$ cat config.mk
export PLATFORM = sky130hd
export DESIGN_NAME = mlp_ctrl
export DESIGN_NICKNAME = d
export VERILOG_FILES = /design/src/mlp_pkg.sv /design/src/mlp_ctrl.sv
export VERILOG_INCLUDE_DIRS = /design/src /design/src/src
export SDC_FILE = /design/constraint.sdc
export NUM_CORES = 1
export LEC_CHECK = 0
export CAP_MARGIN = 30
export CORE_MARGIN = 1.5
export CORE_UTILIZATION = 64
export CTS_CLUSTER_SIZE = 12
export DETAILED_ROUTE_END_ITERATION = 12
export DONT_BUFFER_PORTS = 1
export PLACE_DENSITY_LB_ADDON = 0.3
export SYNTH_ARGS = -nofsm -noshare
export SYNTH_HDL_FRONTEND = slang
export SYNTH_SLANG_ARGS = --single-unit
$ cat constraint.sdc
create_clock -name i_clk -period 2.9 [get_ports i_clk]
set_input_delay 0 -clock i_clk [delete_from_list [all_inputs] [get_ports i_clk]]
set_output_delay 0 -clock i_clk [all_outputs]
set_load 0.005 [all_outputs]
$ cat src/assert_macros.svh
// assertion macros shared by the rtl files
`ifndef ASSERT_MACROS_SVH
`define ASSERT_MACROS_SVH
`ifndef SYNTHESIS
// implication checked every clock outside reset
`define ASSERT_IMPL(label, clk, rst_n, ante, cons) \
    label: assert property (@(posedge clk) disable iff (!rst_n) (ante) |-> (cons)) \
        else $error("assertion failed");
// next-cycle implication checked outside reset
`define ASSERT_NEXT(label, clk, rst_n, ante, cons) \
    label: assert property (@(posedge clk) disable iff (!rst_n) (ante) |=> (cons)) \
        else $error("assertion failed");
`else
`define ASSERT_IMPL(label, clk, rst_n, ante, cons)
`define ASSERT_NEXT(label, clk, rst_n, ante, cons)
`endif
`endif

$ cat src/mlp_pkg.sv
// shared types and constants of the two-layer perceptron block
`default_nettype none
package mlp_pkg;
    localparam int MaxInputs  = 1024;
    localparam int MaxHidden  = 128;
    localparam int MaxOutputs = 16;
    localparam int DataWidth  = 16;
    localparam int FracBits   = 12;

    localparam int InW  = $clog2(MaxInputs);
    localparam int HidW = $clog2(MaxHidden);
    localparam int OutW = $clog2(MaxOutputs);
    localparam int W1Aw = InW + HidW;
    localparam int W2Aw = HidW + OutW;
    localparam int BDepth = MaxHidden + MaxOutputs;
    localparam int BAw  = $clog2(BDepth);
    localparam int IdxW = 17;
    localparam int AccW = 48;
    localparam int ProdW = 2 * DataWidth;

    typedef logic signed [DataWidth-1:0] t_data;
    typedef logic [1:0] t_kind;

    localparam t_kind KIND_W1     = 2'd0;
    localparam t_kind KIND_W2     = 2'd1;
    localparam t_kind KIND_BIAS   = 2'd2;
    localparam t_kind KIND_SAMPLE = 2'd3;

    localparam logic [1:0] REG_INPUT_COUNT  = 2'd0;
    localparam logic [1:0] REG_HIDDEN_COUNT = 2'd1;
    localparam logic [1:0] REG_OUTPUT_COUNT = 2'd2;

    typedef struct packed {
        t_kind          kind;
        logic [IdxW-1:0] index;
        t_data          value;
        logic           last;
    } t_in_item;

    typedef struct packed {
        logic [3:0] out_index;
        t_data      out_value;
        logic       out_last;
    } t_out_item;

    // controller to datapath commands
    typedef struct packed {
        logic            load;      // write the input item into its store
        logic            acc_clr;   // load accumulator with bias
        logic            mac;       // issue a memory read pair for one product
        logic            layer2;    // 0 hidden layer, 1 output layer
        logic [HidW:0]   unit;      // hidden or output unit
        logic [InW:0]    elem;      // element within the row
        logic            fin;       // rescale accumulator and retire the unit
    } t_cmd;

    // datapath to controller status
    typedef struct packed {
        logic idle_pipe;  // no product in flight
    } t_stat;

    // rescale q24.24 sum to q4.12 with round-to-nearest and saturation
    function automatic t_data rescale_sat(input logic signed [AccW-1:0] acc);
        logic signed [AccW-1:0] x;
        logic signed [AccW-FracBits-1:0] q;
        x = acc + AccW'(1 << (FracBits - 1));
        q = x[AccW-1:FracBits];
        if (q > (AccW-FracBits)'(2 ** (DataWidth - 1) - 1))
            return t_data'(2 ** (DataWidth - 1) - 1);
        else if (q < -(AccW-FracBits)'(2 ** (DataWidth - 1)))
            return t_data'(-(2 ** (DataWidth - 1)));
        else
            return q[DataWidth-1:0];
    endfunction
endpackage
`default_nettype wire

$ cat src/mlp_ctrl.sv
// sequencer over hidden and output rows
`default_nettype none
`include "assert_macros.svh"
module mlp_ctrl (
    input  wire logic              i_clk,
    input  wire logic              i_rst_n,
    input  wire logic              i_in_valid,
    input  wire mlp_pkg::t_in_item i_item,
    output logic                   o_in_ready,
    input  wire logic [mlp_pkg::InW:0]  i_ni,
    input  wire logic [mlp_pkg::HidW:0] i_nh,
    input  wire logic [mlp_pkg::OutW:0] i_no,
    input  wire mlp_pkg::t_stat    i_stat,
    input  wire logic              i_res_valid,
    input  wire logic              i_res_ready,
    output mlp_pkg::t_cmd          o_cmd,
    output logic                   o_out_last
);
    typedef enum logic [2:0] {S_LOAD, S_L1, S_DRAIN1, S_L2, S_WAIT_OUT} t_state;
    t_state r_state;
    logic [mlp_pkg::HidW:0] r_unit;
    logic [mlp_pkg::InW:0]  r_elem;
    logic row_end, unit_end, start;

    assign start      = o_in_ready && i_in_valid && i_item.kind == mlp_pkg::KIND_SAMPLE &&
                        i_item.last;
    assign o_in_ready = (r_state == S_LOAD);
    assign row_end    = (r_state == S_L1) ? (r_elem + 1'b1 == i_ni)
                                          : (r_elem[mlp_pkg::HidW:0] + 1'b1 == i_nh);
    assign unit_end   = (r_state == S_L1) ? (r_unit + 1'b1 == i_nh)
                                          : (r_unit + 1'b1 == (mlp_pkg::HidW+1)'(i_no));

    // command assembly
    always_comb begin
        o_cmd.load    = o_in_ready && i_in_valid;
        o_cmd.mac     = (r_state == S_L1) || (r_state == S_L2);
        o_cmd.layer2  = (r_state == S_L2);
        o_cmd.unit    = r_unit;
        o_cmd.elem    = r_elem;
        o_cmd.acc_clr = (r_elem == '0);
        o_cmd.fin     = o_cmd.mac && row_end;
        o_out_last    = (r_state == S_WAIT_OUT);
    end

    // state and counters; one output unit in flight at a time in layer two
    always_ff @(posedge i_clk) begin
        if (!i_rst_n) begin
            r_state <= S_LOAD;
            r_unit  <= '0;
            r_elem  <= '0;
        end else begin
            unique case (r_state)
                S_LOAD: begin
                    r_unit <= '0;
                    r_elem <= '0;
                    if (start) r_state <= S_L1;
                end
                S_L1: begin
                    if (row_end) begin
                        r_elem <= '0;
                        r_unit <= r_unit + 1'b1;
                        if (unit_end) r_state <= S_DRAIN1;
                    end else begin
                        r_elem <= r_elem + 1'b1;
                    end
                end
                S_DRAIN1: begin
                    r_unit <= '0;
                    if (i_stat.idle_pipe) r_state <= S_L2;
                end
                S_L2: begin
                    if (row_end) begin
                        r_elem  <= '0;
                        r_state <= S_WAIT_OUT;
                    end else begin
                        r_elem <= r_elem + 1'b1;
                    end
                end
                S_WAIT_OUT: begin
                    if (i_res_valid && i_res_ready) begin
                        r_unit <= r_unit + 1'b1;
                        if (r_unit + 1'b1 == (mlp_pkg::HidW+1)'(i_no)) r_state <= S_LOAD;
                        else r_state <= S_L2;
                    end
                end
                default: r_state <= S_LOAD;
            endcase
        end
    end

    `ASSERT_IMPL(a_no_mac_in_load, i_clk, i_rst_n, o_in_ready, !o_cmd.mac)
    `ASSERT_IMPL(a_res_only_wait, i_clk, i_rst_n, i_res_valid, r_state == S_WAIT_OUT)
    `ASSERT_NEXT(a_start_l1, i_clk, i_rst_n, start, r_state == S_L1)
endmodule
`default_nettype wire

=== Word level (Yosys, flattened, before mapping) ===
Cells that the tools add are included.

* ROM bits: 0
* Output and inout bits: 26
* Input bits: 66
* RAM bits: 0
* Latch bits: 0
* Memories: 0
* Register bits: 22

* Magnitude comparators: 0
* Reduce and logical (&&, ||, !) cells: 14
* Multipliers: 0
* Shift-type cells: 0
* Multiplexer cells: 15
* Add/subtract/negate cells: 3
* Equal/unequal tests: 15
* Divide/modulo/power cells: 0
* Bitwise logic cells: 0

{| class="wikitable"
|+ Operators with widths
! kind !! number
|-
| 8-bit one-hot mux with 3 select lines || 1
|-
| 11-bit one-hot mux with 2 select lines || 1
|-
| 3-bit 2-to-1 mux || 6
|-
| 8-bit by 1-bit adder with 8-bit output, second input constant || 2
|-
| 8-bit == test || 2
|-
| 8-bit 2-to-1 mux || 2
|-
| 3-bit one-hot mux with 5 select lines || 1
|-
| 11-bit by 1-bit adder with 11-bit output, second input constant || 1
|-
| 11-bit == test || 1
|-
| 11-bit logical NOT || 1
|-
| 11-bit 2-to-1 mux || 1
|-
| 8-bit by 5-bit == test with 1-bit output || 1
|-
| 3-bit by 2-bit == test with 1-bit output, second input constant || 2
|-
| 2-bit by 1-bit inequality test with 1-bit output, second input constant || 3
|-
| 2-bit inequality test, second input constant || 3
|-
| 6-bit AND reduction || 1
|-
| 1-bit logical AND || 5
|-
| 2-bit OR reduction || 2
|-
| 3-bit by 1-bit == test with 1-bit output, second input constant || 1
|-
| 3-bit == test, second input constant || 1
|-
| 3-bit logical NOT || 1
|-
| 3-bit AND reduction || 1
|-
| 3-bit nonzero test || 1
|-
| 2-bit == test, second input constant || 1
|-
| 4 further kinds || 5
|}

=== Logic depth before layout (Yosys ltp) ===
* Depth in word-level cells: 6
* Depth in mapped cells: 11
* Mapped depth without buffers: 9

=== Least setup slack after synthesis ===
OpenSTA, ideal clock, no wires.

* Kind: reg-to-reg
* From: register r_elem[0] in the netlist's numbering
* To: register r_elem[8] in the netlist's numbering
* Path buffers: 2
* Path slack: 446 ps
* Cell stages (with the launch flop): 12
* Data required time: 2771 ps
* Arrival time: 2325 ps
* Cells stage by stage: dfxtp_1 -> buf_2 -> inv_1 -> ha_1 -> xnor2_1 -> nand2_1 -> a2111oi_0 -> o311a_1 -> nand3_1 -> clkbuf_1 -> nand4b_1 -> a31oi_1

* Longest elaborated chain between the ends: 5
* Elaborated cells on any way between the ends: 7
* Classes of those cells: add/sub (2); eq/ne (2); mux (3)

{| class="wikitable"
|+ RTL lines
! element !! RTL line !! text
|-
| start: declaration || mlp_ctrl.sv:22 || <nowiki>logic [mlp_pkg::InW:0] r_elem;</nowiki>
|-
| start signal: assignment || mlp_ctrl.sv:64 || <nowiki>r_elem <= r_elem + 1'b1;</nowiki>
|-
| start signal: assignment || mlp_ctrl.sv:76 || <nowiki>r_elem <= r_elem + 1'b1;</nowiki>
|-
| 11-bit by 1-bit adder with 11-bit output / 8-bit by 1-bit adder with 8-bit output (equally long branches) || - ||
|-
| 11-bit == test / 8-bit == test (equally long branches) || mlp_ctrl.sv:28, mlp_ctrl.sv:29 ||
|-
| 1-bit 2-to-1 mux || mlp_ctrl.sv:28 || <nowiki>assign row_end = (r_state == S_L1) ? (r_elem + 1'b1 == i_ni)</nowiki>
|-
| 11-bit 2-to-1 mux (*) || mlp_ctrl.sv:59, mlp_ctrl.sv:72 ||
|-
| 11-bit one-hot mux with 2 select lines (*) || mlp_ctrl.sv:52 || <nowiki>unique case (r_state)</nowiki>
|}

Mark *: on every way between the ends. The rest lies on a longest branch, timed or not.
A chain may end at the register's enable or synchronous reset.

=== Worst setup path in the final report ===
* From: register r_elem[0] in the netlist's numbering
* To: register r_state[2]

* Longest elaborated chain between the ends: 5
* Elaborated cells on any way between the ends: 8
* Classes of those cells: add/sub (2); eq/ne (4); mux (1); reduce/logical (1)

{| class="wikitable"
|+ RTL lines
! element !! RTL line !! text
|-
| 11-bit by 1-bit adder with 11-bit output / 8-bit by 1-bit adder with 8-bit output (equally long branches) || mlp_ctrl.sv:28, mlp_ctrl.sv:29 ||
|-
| 11-bit == test / 8-bit == test (equally long branches) || mlp_ctrl.sv:28, mlp_ctrl.sv:29 ||
|-
| 1-bit 2-to-1 mux (*) || mlp_ctrl.sv:28 ||
|-
| 2-bit inequality test (no line) / 2-bit by 1-bit inequality test with 1-bit output (equally long branches) || - ||
|-
| 6-bit AND reduction (no line) (*) || - ||
|-
| end signal: assignment || mlp_ctrl.sv:48 || <nowiki>r_state <= S_LOAD;</nowiki>
|-
| end signal: assignment || mlp_ctrl.sv:56 || <nowiki>if (start) r_state <= S_L1;</nowiki>
|-
| end signal: assignment || mlp_ctrl.sv:62 || <nowiki>if (unit_end) r_state <= S_DRAIN1;</nowiki>
|-
| end: declaration || mlp_ctrl.sv:20 || <nowiki>t_state r_state;</nowiki>
|}

Marks and branches as above.

==> qor.csv <==
stage;metric;value;unit
timing;finalHoldViolCount;0;
floorplan;dieArea;3761;um2
timing;tightestPinTransition;0.5249;ns
global_routing;grt_max_degree;22;
status;outcome;finished clean;
setup_path;worstPathRequired;3.16;ns
global_routing;grt_usage;0.3136;
layout;diodes;0;
logic_synthesis;synth.distinct_cells;60;
logic_synthesis;postSynth.topFlopCell;dfxtp_1;
layout;nNetsFinal;351;
placement;io_buffer_count;0;
logic_synthesis;avgSynthCellArea;7.533;um2
logic_synthesis;yosysTopAreaCellShare;0.2023;
route;vias;2239;
layout;drive_gt1_frac;0.08571;
logic_synthesis;syn_inst;289;
clock_tree;clock_latency;0.31;ns
setup_path;rrSetupSlack;0.22;ns
timing;layout_min_cycle_time;2.677;ns
logic_synthesis;postSynth.asyncResetShare;0;
setup_path;worstPathArrival;2.94;ns
route;antenna_left;0;
logic_synthesis;syn-num-nets;358;
timing;fin_ws;0.2234;ns
global_routing;overflow;0;
floorplan;die_w;61.33;um
route;drt_iter0_markers;232;
logic_synthesis;synth_top_area_cell;dfxtp_1;
min_path;hold_class;in2reg;
logic_synthesis;synth_seq_area_share;0.2023;
floorplan;die_h;61.33;um
timing;clock.fmax;373.6;MHz
clock_tree;cts_inserted_buffers;3;
setup_path;crit_path_end_kind;flip-flop;
floorplan;core_area;3153;um2
clock_tree;clkTransAtPathRegs;0.13;ns
clock_tree;cts_buffer_depth;2;
floorplan;initial_core_util;0.6905;
pwr;peakVddDrop;0.0001603;V
timing;report.final.slew_viol_count;0;
run;max_cap_violations;0;
timing;finalCritPeriodShare;0.9230;
floorplan;num_io_pins;92;
setup_path;crit_type;reg2reg;
pwr;power;526.1;uW
route;via_per_inst;6.910;
pwr;cellLeakagePower;0.0007682;uW
layout;fin_area;2247;um2
placement;place_ws;0.2503;ns
setup_path;crit_path_start_kind;flip-flop;
placement;place.gp.congestion;0.8986;
timing;finalSetupViolCount;0;
logic_synthesis;synth_edf_count;0;
floorplan;fp-row-count;20;
timing;grt_setup_unrepaired;no;
route;totalWireLength;5617;um
logic_synthesis;ys_seq_elements;22;
clock_tree;clock-sinks;22;
timing;finClkSkew;0.003361;ns
global_routing;grt_pass1_vias;1920;
setup_path;worstPathMaxFanout;7;
logic_synthesis;netlist_area;2177;um2
global_routing;grt_pass1_wl;8783;um
clock_tree;cts_tree;yes;
route;firstDrtPassIters;5;
global_routing;antenna_found_initial;0;
pwr;cellPowerDensity;234.1;nW/um2
clock_tree;cts_root_buf;clkbuf_4;
clock_tree;h-tree-depth;1;
route;drc;0;
timing;maxSlewHeadroom;0.6489;
logic_synthesis;ys_warn_count;0;
logic_synthesis;synth_area_leaders;dfxtp_1, xnor2_1, xor2_1;
placement;placed_area;2191;um2
timing;setup_tns;0;ns
route;post_drt_wl_per_cell;17.34;um
placement;hpwl;4237;um
layout;area_growth;3.219;%
## worst paths after layout
kind | start | end | depth (start not counted)
worst min register to register | r_elem[1] | r_elem[1] | 2
worst min-delay path | i_rst_n | r_elem[5] | 2
worst max-delay path | r_elem[0] | r_state[2] | 10
worst max register to register | r_elem[0] | r_state[2] | 10
## stage by stage
step / instances / util / hold WS, ns
floorplan: 289 / - / 0.1103
global placement: 318 / 0.6948 / 0.1165
detailed placement: 318 / 0.6948 / 0.1137
CTS: 323 / 0.7083 / 0.03543
global route: 324 / 0.7127 / 0.06569
finish: 324 / 0.7127 / 0.04873
## routing by layer
layer,vias to the layer above,wire length [um],global-route usage
met4,0,81,0.08385
met2,121,2392,0.4605
met1,1045,2504,0.4585
met3,11,638,0.07353
li1,1062,-,-
met5,-,0,0
## sequential cells by signal, indices dropped and copies added (netlist names)
name,cells
r_state,3
r_elem,11
r_unit,8
## synthesized netlist by cell type, types with 2 or more instances
| master | instances |
|---|---|
| a211o_1 | 3 |
| a211oi_1 | 4 |
| a21boi_1 | 3 |
| a21o_1 | 2 |
| a21oi_1 | 14 |
| a221oi_1 | 4 |
| a31oi_1 | 6 |
| a41oi_1 | 5 |
| and2_1 | 4 |
| and3_1 | 6 |
| and4_1 | 4 |
| buf_1 | 3 |
| buf_2 | 9 |
| buf_4 | 3 |
| clkbuf_1 | 10 |
| dfxtp_1 | 22 |
| ha_1 | 3 |
| inv_1 | 12 |
| mux2i_1 | 4 |
| nand2_1 | 22 |
| nand2b_1 | 2 |
| nand3_1 | 15 |
| nand3b_1 | 2 |
| nand4_1 | 9 |
| nand4b_1 | 5 |
| nor2_1 | 14 |
| nor2b_1 | 5 |
| nor3_1 | 8 |
| nor3b_1 | 2 |
| nor4_1 | 5 |
| o2111ai_1 | 2 |
| o211ai_1 | 2 |
| o21ai_0 | 7 |
| o21ai_1 | 3 |
| o22ai_1 | 3 |
| o32ai_1 | 2 |
| or3_1 | 2 |
| xnor2_1 | 22 |
| xor2_1 | 15 |
## cell families (layout without fill, tap and decap cells)
family                     count (synthesis)  in the layout  synth area share
adders and majority gates                  3              3           0.01724
and+or+nand+nor                          112            112            0.2937
xor gates and xnor gates                  38             38            0.1563
DFF                                       22             22            0.2023
buffers and inverters                     37             28           0.07414
AOI/OAI and AO/OA                         73             73            0.2379
muxes                                      4              4           0.01839
## worst max-delay path, cell delays in order, from the launching register on
cell and delay, ns:
dfxtp_2 0.38, ha_2 0.25, buf_4 0.17, xnor2_1 0.29, xor2_1 0.17, o311ai_0 0.14, nor4_1 0.27, buf_4 0.18
nand3_1 0.08, a21boi_1 0.14, dlygate4sd3_1 0.57
## final cells by class
type	count	area, um2
Fill cell	283	905.9
Multi-Input combinational cell	230	1578
Clock buffer	3	22.52
Inverter	12	45.04
Tap cell	44	55.05
Sequential cell	22	444.2
Timing Repair Buffer	13	102.6
## what timing repair did
item / CTS / global route
setup endpoints to repair: 0 / 2
hold buffers: 2 / 0
hold endpoints to repair: 14 / 0
buffers inserted: 0 / 1
resized for setup: 0 / 4
## layout by cell type, fill, tap and decap left out, types with 6 or more instances in the layout
cell	Yosys	routed
a21oi_1	14	14
a31oi_1	6	6
and3_1	6	6
buf_4	3	11
dfxtp_1	22	19
inv_1	12	12
nand2_1	22	22
nand3_1	15	15
nand4_1	9	9
nor2_1	14	14
nor3_1	8	8
o21ai_0	7	7
xnor2_1	22	22
xor2_1	15	15
## report_power, final
| group | internal (uW) | switching, uW | leakage (uW) |
|---|---|---|---|
| Clock | 48.6 | 95.5 | 0.0000138 |
| Combinational | 36.6 | 38.0 | 0.000576 |
| Sequential | 304 | 3.95 | 0.000179 |
(Power assumes the default switching activity.)
